[src/rtl/arl_pkg.sv]
// ----------------------------------------------------------------------------
// arl_pkg
// Shared widths, opcodes and request types of the address range table lookup.
// ----------------------------------------------------------------------------
package arl_pkg;

  localparam int MAX_ENTRIES = 1024;
  localparam int IDX_W       = $clog2(MAX_ENTRIES);
  localparam int CNT_W       = IDX_W + 1;
  localparam int ADDR_W      = 64;

  localparam logic OP_LOAD   = 1'b0;
  localparam logic OP_LOOKUP = 1'b1;

  typedef struct packed {
    logic             en;
    logic [IDX_W-1:0] addr;
  } rd_req_t;

  typedef struct packed {
    logic              en;
    logic [IDX_W-1:0]  addr;
    logic [ADDR_W-1:0] start_val;
    logic [ADDR_W-1:0] end_val;
  } wr_req_t;

  typedef struct packed {
    logic [ADDR_W-1:0] start_mid;
    logic [ADDR_W-1:0] start_next;
    logic [ADDR_W-1:0] end_mid;
  } rd_data_t;

endpackage

[src/rtl/arl_search.sv]
// ----------------------------------------------------------------------------
// arl_search
// Request sequencer: writes loads, steps the binary search one probe per
// cycle against the store, and issues the registered result strobe.
// ----------------------------------------------------------------------------
module arl_search import arl_pkg::*; (
  input  logic              clk,
  input  logic              rst_n,
  input  logic              start,
  output logic              busy,
  input  logic              in_operation,
  input  logic [IDX_W-1:0]  in_load_index,
  input  logic [ADDR_W-1:0] in_range_start,
  input  logic [ADDR_W-1:0] in_range_end,
  input  logic [ADDR_W-1:0] in_query_address,
  input  logic [CNT_W-1:0]  entry_count,
  output wr_req_t           wr_req,
  output rd_req_t           rd_req,
  input  rd_data_t          rd_data,
  output logic              out_valid,
  output logic              out_found,
  output logic [IDX_W-1:0]  out_match_index
);

  typedef enum logic {S_IDLE, S_EVAL} state_t;

  state_t            state_r, state_nxt;
  logic [CNT_W-1:0]  lo_r, lo_nxt;
  logic [CNT_W-1:0]  hi_r, hi_nxt;
  logic [IDX_W-1:0]  mid_r, mid_nxt;
  logic [ADDR_W-1:0] query_r, query_nxt;
  logic              out_valid_r, out_valid_nxt;
  logic              out_found_r, out_found_nxt;
  logic [IDX_W-1:0]  out_index_r, out_index_nxt;

  logic              accept;
  logic [CNT_W-1:0]  count_sat;
  logic [CNT_W:0]    mid_sum;
  logic [CNT_W-1:0]  mid_plus1;
  logic              go_left;
  logic              go_right;

  assign accept    = start && (state_r == S_IDLE);
  assign count_sat = (entry_count > CNT_W'(MAX_ENTRIES)) ? CNT_W'(MAX_ENTRIES) : entry_count;
  assign mid_plus1 = {1'b0, mid_r} + CNT_W'(1);
  assign go_left   = query_r < rd_data.start_mid;
  assign go_right  = (mid_plus1 < hi_r) && (query_r >= rd_data.start_next);
  assign mid_sum   = {1'b0, lo_nxt} + {1'b0, hi_nxt} - (CNT_W + 1)'(1);

  always_comb begin
    state_nxt     = state_r;
    lo_nxt        = lo_r;
    hi_nxt        = hi_r;
    query_nxt     = query_r;
    out_valid_nxt = 1'b0;
    out_found_nxt = 1'b0;
    out_index_nxt = '0;
    wr_req        = '{en: 1'b0, addr: in_load_index, start_val: in_range_start,
                      end_val: in_range_end};
    rd_req.en     = 1'b0;
    unique case (state_r)
      S_IDLE: begin
        if (accept) begin
          if (in_operation == OP_LOAD) begin
            wr_req.en = 1'b1;
          end else begin
            lo_nxt    = '0;
            hi_nxt    = count_sat;
            query_nxt = in_query_address;
            if (count_sat == '0) begin
              out_valid_nxt = 1'b1;
            end else begin
              rd_req.en = 1'b1;
              state_nxt = S_EVAL;
            end
          end
        end
      end
      S_EVAL: begin
        if (go_left) begin
          hi_nxt = {1'b0, mid_r};
        end else if (go_right) begin
          lo_nxt = mid_plus1;
        end
        if (!go_left && !go_right) begin
          out_valid_nxt = 1'b1;
          out_found_nxt = query_r < rd_data.end_mid;
          out_index_nxt = out_found_nxt ? mid_r : '0;
          state_nxt     = S_IDLE;
        end else if (lo_nxt >= hi_nxt) begin
          out_valid_nxt = 1'b1;
          state_nxt     = S_IDLE;
        end else begin
          rd_req.en = 1'b1;
        end
      end
      default: state_nxt = S_IDLE;
    endcase
    mid_nxt     = mid_sum[IDX_W:1];
    rd_req.addr = mid_nxt;
  end

  always_ff @(posedge clk) begin
    if (!rst_n) begin
      state_r     <= S_IDLE;
      out_valid_r <= 1'b0;
    end else begin
      state_r     <= state_nxt;
      out_valid_r <= out_valid_nxt;
    end
    lo_r        <= lo_nxt;
    hi_r        <= hi_nxt;
    mid_r       <= mid_nxt;
    query_r     <= query_nxt;
    out_found_r <= out_found_nxt;
    out_index_r <= out_index_nxt;
  end

  assign busy            = (state_r != S_IDLE);
  assign out_valid       = out_valid_r;
  assign out_found       = out_found_r;
  assign out_match_index = out_index_r;

  a_probe_in_window: assert property (@(posedge clk) disable iff (!rst_n)
    (state_r == S_EVAL) |-> (lo_r < hi_r) && ({1'b0, mid_r} >= lo_r) && ({1'b0, mid_r} < hi_r))
    else $error("probe outside search window");

  a_read_then_eval: assert property (@(posedge clk) disable iff (!rst_n)
    rd_req.en |=> (state_r == S_EVAL))
    else $error("read issued without evaluation");

  a_miss_index_zero: assert property (@(posedge clk) disable iff (!rst_n)
    (out_valid_r && !out_found_r) |-> (out_index_r == '0))
    else $error("miss carries nonzero index");

  a_empty_table_miss: assert property (@(posedge clk) disable iff (!rst_n)
    (accept && (in_operation == OP_LOOKUP) && (count_sat == '0))
      |=> (out_valid_r && !out_found_r && (state_r == S_IDLE)))
    else $error("empty table lookup did not miss at once");

  a_result_ends_search: assert property (@(posedge clk) disable iff (!rst_n)
    out_valid_r |-> (state_r == S_IDLE))
    else $error("result strobe while searching");

endmodule

[config.mk]
export PLATFORM = sky130hd
export DESIGN_NAME = arl_search
export DESIGN_NICKNAME = d
export VERILOG_FILES = /design/src/rtl/arl_pkg.sv /design/src/rtl/arl_search.sv
export SDC_FILE = /design/constraint.sdc
export NUM_CORES = 1
export LEC_CHECK = 0
export BUFFER_PORTS_ARGS = -buffer_cell sky130_fd_sc_hd__buf_2
export CORE_AREA = 2 2 224 226
export CTS_BUF_LIST = sky130_fd_sc_hd__clkbuf_16
export DETAILED_ROUTE_END_ITERATION = 8
export DIE_AREA = 0 0 226 228
export SYNTH_ARGS = -nofsm -noshare
export SYNTH_HDL_FRONTEND = slang
export SYNTH_SLANG_ARGS = --single-unit
[constraint.sdc]
create_clock -name clk -period 9 [get_ports clk]
set_input_delay 1.8 -clock clk [delete_from_list [all_inputs] [get_ports clk]]
set_output_delay 1.8 -clock clk [all_outputs]
set_load 0.01 [all_outputs]
* After elaboration in Yosys (flattened, before gate mapping) *
Index checks and enable logic that the tools add are counted.

word-level totals
  register bits = 109
  input port bits = 409
  output and inout port bits = 163
  logic and storage cells = 54

operators by class
  add/sub/neg operators = 3
  order comparisons = 6
  mux-type cells = 27
  bitwise gates (word level) = 1
  reductions and logical operators = 9

operators by type and width
  cell                     number
  $lt A64 B64 Y1           2
  $mux W11                 10
  $ge A64 B64 Y1           1
  $pmux W11 S2             2
  $mux W1                  13
  $add A10 B1 Y11 const B  1
  $add A11 B11 Y11         1
  $ge A11 B11 Y1           1
  $gt A11 B11 Y1 const B   1
  $logic_not A11 Y1        1
  $lt A11 B11 Y1           1
  $sub A11 B1 Y11 const B  1
  $reduce_and A3 Y1        2
  $pmux W1 S2              2
  $logic_and A1 B1 Y1      3
  $logic_not A1 Y1         2
  $reduce_and A2 Y1        1
  $not A1 Y1               1

* Longest topological paths before layout *
  depth in word-level cells = 10
  mapped depth = 26

* Worst setup path before layout *
Ideal clock, no wire load.

  path type = input to output
  start point = in start
  end point = out rd_req[9] (netlist bit)
  arrival = 6410 ps
  required time = 7200 ps
  setup slack = 790 ps
  stages = 14
  path buffers = 1
  cell sequence = nand3_1 inv_1 clkbuf_1 o21bai_1 ha_1 a21o_1 a21oi_1 o21bai_1 a2111o_1 a31o_2 a21oi_1 xnor2_1 xnor2_1 xnor2_1

RTL lines
  what                RTL line          RTL
  start: declaration  arl_search.sv:9   input logic start,
  end: declaration    arl_search.sv:18  output rd_req_t rd_req,

==> reports/metrics.csv <==
stage;metric;value;unit
status;run status;finished clean;
sta;fin. max-slew vios;0;
route;TritonRoute pass-1 iters;5;
clocking;CTS tree;done;
synthesis;Synth Flop Type;edfxtp_1;
synthesis;post-synth cell types;61;
global_routing;Global Route Usage Sum;18.1;%
floorplanning;DIE HEIGHT;228;um
hold_path;worst min-delay path category;reg -> reg;
critical_path;WS Path Type;in -> out;
job;max-cap violation count;0;
sta;max_slew headroom;42.8;%
route;DR WL/cell;23.1;um
clocking;Clock Tree Buf Depth;2;
floorplanning;core box area;49300;um^2
sta;Period minus WS final;8.69;ns
power;Pleak;0.00680;uW
critical_path;Worst Setup Start Kind;input pin;
global_routing;number of global-route vias before repair;9196;
final_layout;storage element area;2820;um^2
floorplanning;Die ar.;51500;um^2
route;initial drt markers;364;
clocking;Post-CTS Hold Fix Bufs;0;
sta;worst hold margin;0.486;ns
sta;Clock Skew;0.0191;ns
synthesis;Synth Warn #;0;
global_routing;gr ovfl total;0;
synthesis;syn nets;1845;
synthesis;Synth Cell Area;10800;um^2
final_layout;filler instances;5372;
synthesis;Post-synth top cells;inv_1, ha_1, buf_4;
floorplanning;I/O pins;572;
critical_path;Crit path required time;7.20;ns
synthesis;largest area contributor in the netlist;ha_1;
synthesis;Synth top area share;26.7;%
clocking;CTS sink count;109;
placed_design;dpl ws;0.0201;ns
final_layout;layout cells sized above 1;26.9;%
critical_path;Crit path arrival time;6.89;ns
sta;fin crit share;96.5;%
synthesis;sequential fraction of the synthesis area;26.2;%
critical_path;CP max FO;5;
sta;worst-margin pin slew;0.856;ns
floorplanning;FP Rows;82;
synthesis;Synth Area per Inst;8.94;um^2
final_layout;Synth-to-Final Area Change;16.6;%
power;Pwr Density;179;nW/um^2
synthesis;Yosys reg bits;109;
clocking;CTS buffer count;9;
route;ANT nets after route;0;
floorplanning;Initial Util;21.8;%
route;DRC;0;
route;total number of vias;9128;
placed_design;placed wire-length estimate;42.6;mm
placed_design;GP Congestion;0.958;
global_routing;initial antenna violation count;5;
sta;endpoints failing hold;0;
clocking;Clock Latency Late Sink;0.40;ns
sta;RSZ-0062 raised after global routing;false;
synthesis;ys async rst share;0;%
sta;final setup margin;0.313;ns
synthesis;Post-Synthesis Cells;1205;
final_layout;nets;2033;
route;Via density;4.41;
clocking;CTS H-tree lvls;3;
power;Pwr Total;2250;uW
global_routing;first-pass GRT wire length;65.2;mm
power;Worst IR Drop VDD;0.190;mV
global_routing;maximum number of pins on one net before global-route repair;44;
critical_path;Worst setup EP type;primary output;
synthesis;most common cell in the netlist;inv_1;
synthesis;dominant cells by area after synthesis;ha_1, edfxtp_1, buf_4;
sta;Setup TNS Final;0;ns
synthesis;Post-synth EDFFs;64;
final_layout;Multi-input gate area;6010;um^2
final_layout;fin util;25.5;%
placed_design;IO Port Bufs;295;
sta;Setup violations, final;0;
clocking;clk slew on worst S/H paths;0.09;ns
sta;Max Clk Rate;115;MHz
route;total wire length;47.9;mm
floorplanning;die width;226;um
clocking;CTS root buf;clkbuf_16;
placed cells by master, fill, tap and decap left out, types with 4 or more instances in the layout:
| master | netlist | final |
|---|---|---|
| a2111oi_0 | 4 | 4 |
| a211oi_1 | 6 | 6 |
| a21o_1 | 39 | 39 |
| a21oi_1 | 62 | 60 |
| a221oi_1 | 7 | 7 |
| a22oi_1 | 5 | 5 |
| a31oi_1 | 5 | 4 |
| and2_1 | 15 | 15 |
| and3_1 | 8 | 8 |
| and4_1 | 10 | 10 |
| buf_2 | 0 | 295 |
| buf_4 | 139 | 28 |
| clkbuf_16 | 0 | 9 |
| dfxtp_1 | 45 | 45 |
| edfxtp_1 | 64 | 64 |
| ha_1 | 230 | 229 |
| inv_1 | 240 | 239 |
| mux2_2 | 13 | 12 |
| mux2i_1 | 24 | 23 |
| nand2_1 | 58 | 58 |
| nand2b_1 | 9 | 9 |
| nand3_1 | 13 | 13 |
| nand4_1 | 29 | 29 |
| nor2_1 | 33 | 33 |
| nor3_1 | 13 | 12 |
| nor4_1 | 7 | 6 |
| o211ai_1 | 7 | 7 |
| o21a_1 | 10 | 9 |
| o21ai_0 | 35 | 35 |
| xnor2_1 | 13 | 13 |
| xor2_1 | 5 | 5 |
stage by stage:
step,instances,area (um^2)
2_1_floorplan,1205,10800
3_3_place_gp,2052,12200
3_5_place_dp,2052,12200
4_1_cts,2068,12500
5_1_grt,2071,12600
6_report,2071,12600
power by group:
part           internal [uW]  switching [uW]  leakage, uW
logic                    535             606      0.00569
registers                605            83.1     0.000968
clock network            190             227     0.000140
path summary, 6_finish.rpt:
| kind | from | endpoint | slack, ns | cells past startpoint |
|---|---|---|---|---|
| worst max-delay path | rd_data[133] | rd_req[9] | 0.31 | 25 |
| worst min-delay path | lo_r[5] | lo_r[5] | 0.49 | 2 |
| worst max register to register | mid_r[0] | mid_r[9] | 3.58 | 26 |
| worst min register to register | lo_r[5] | lo_r[5] | 0.49 | 2 |
worst max-delay path, cell delays in order:
cell and delay, ns:
buf_2 0.08, inv_1 0.05, ha_1 0.30, and3_1 0.18, o311a_1 0.35, o31ai_1 0.25, nand4_1 0.31, a21oi_4 0.40
o21ai_4 0.12, nand2_2 0.12, buf_4 0.18, mux2i_1 0.11, mux2_2 0.28, ha_1 0.27, inv_1 0.04, ha_1 0.31
a21oi_2 0.19, o21bai_1 0.10, a2111o_1 0.42, a31o_2 0.26, a21oi_2 0.14, xnor2_1 0.14, xnor2_1 0.15, xnor2_1 0.16
buf_2 0.17
flip-flops by register name, summed over array words and instances (netlist names):
signal,cells
lo_r,11
mid_r,10
out_found,1
hi_r,11
out_valid,1
out_match_index,10
query_r,64
busy,1
routing by layer:
layer  vias up  wire, um  track usage, %
met5         -        10               0
met4         2      1440            6.79
met1      4198     16700            17.9
li1       4403         -               -
met3        52      6540            10.4
met2       473     23200            31.0
logic make-up (layout without fill, tap and decap cells):
logic type,after synthesis,count (layout),synth area share [%]
xor gates and xnor gates,18,18,1.46
muxes,39,39,3.85
AOI/OAI and AO/OA,211,211,13.1
DFF,109,109,26.2
buffers and inverters,389,582,18.5
other,0,1,0
adders and majority gates,231,231,26.9
and+or+nand+nor,208,208,9.94
what timing repair did:
action                     4_1_cts  5_1_grt
pin swaps                        0        7
resized for setup                1       11
gates cloned                     0        0
setup endpoints to repair        1        1
buffers inserted                 0        2
final cells by class:
cell class / instances / area share, %
Timing Repair Buffer: 324 / 13.5
Multi-Input combinational cell: 707 / 47.9
Antenna cell: 1 / 0.0199
Inverter: 242 / 7.24
Sequential cell: 109 / 22.5
Clock inverter: 7 / 0.379
Tap cell: 672 / 6.69
Clock buffer: 9 / 1.79
(Power assumes the default switching activity.)
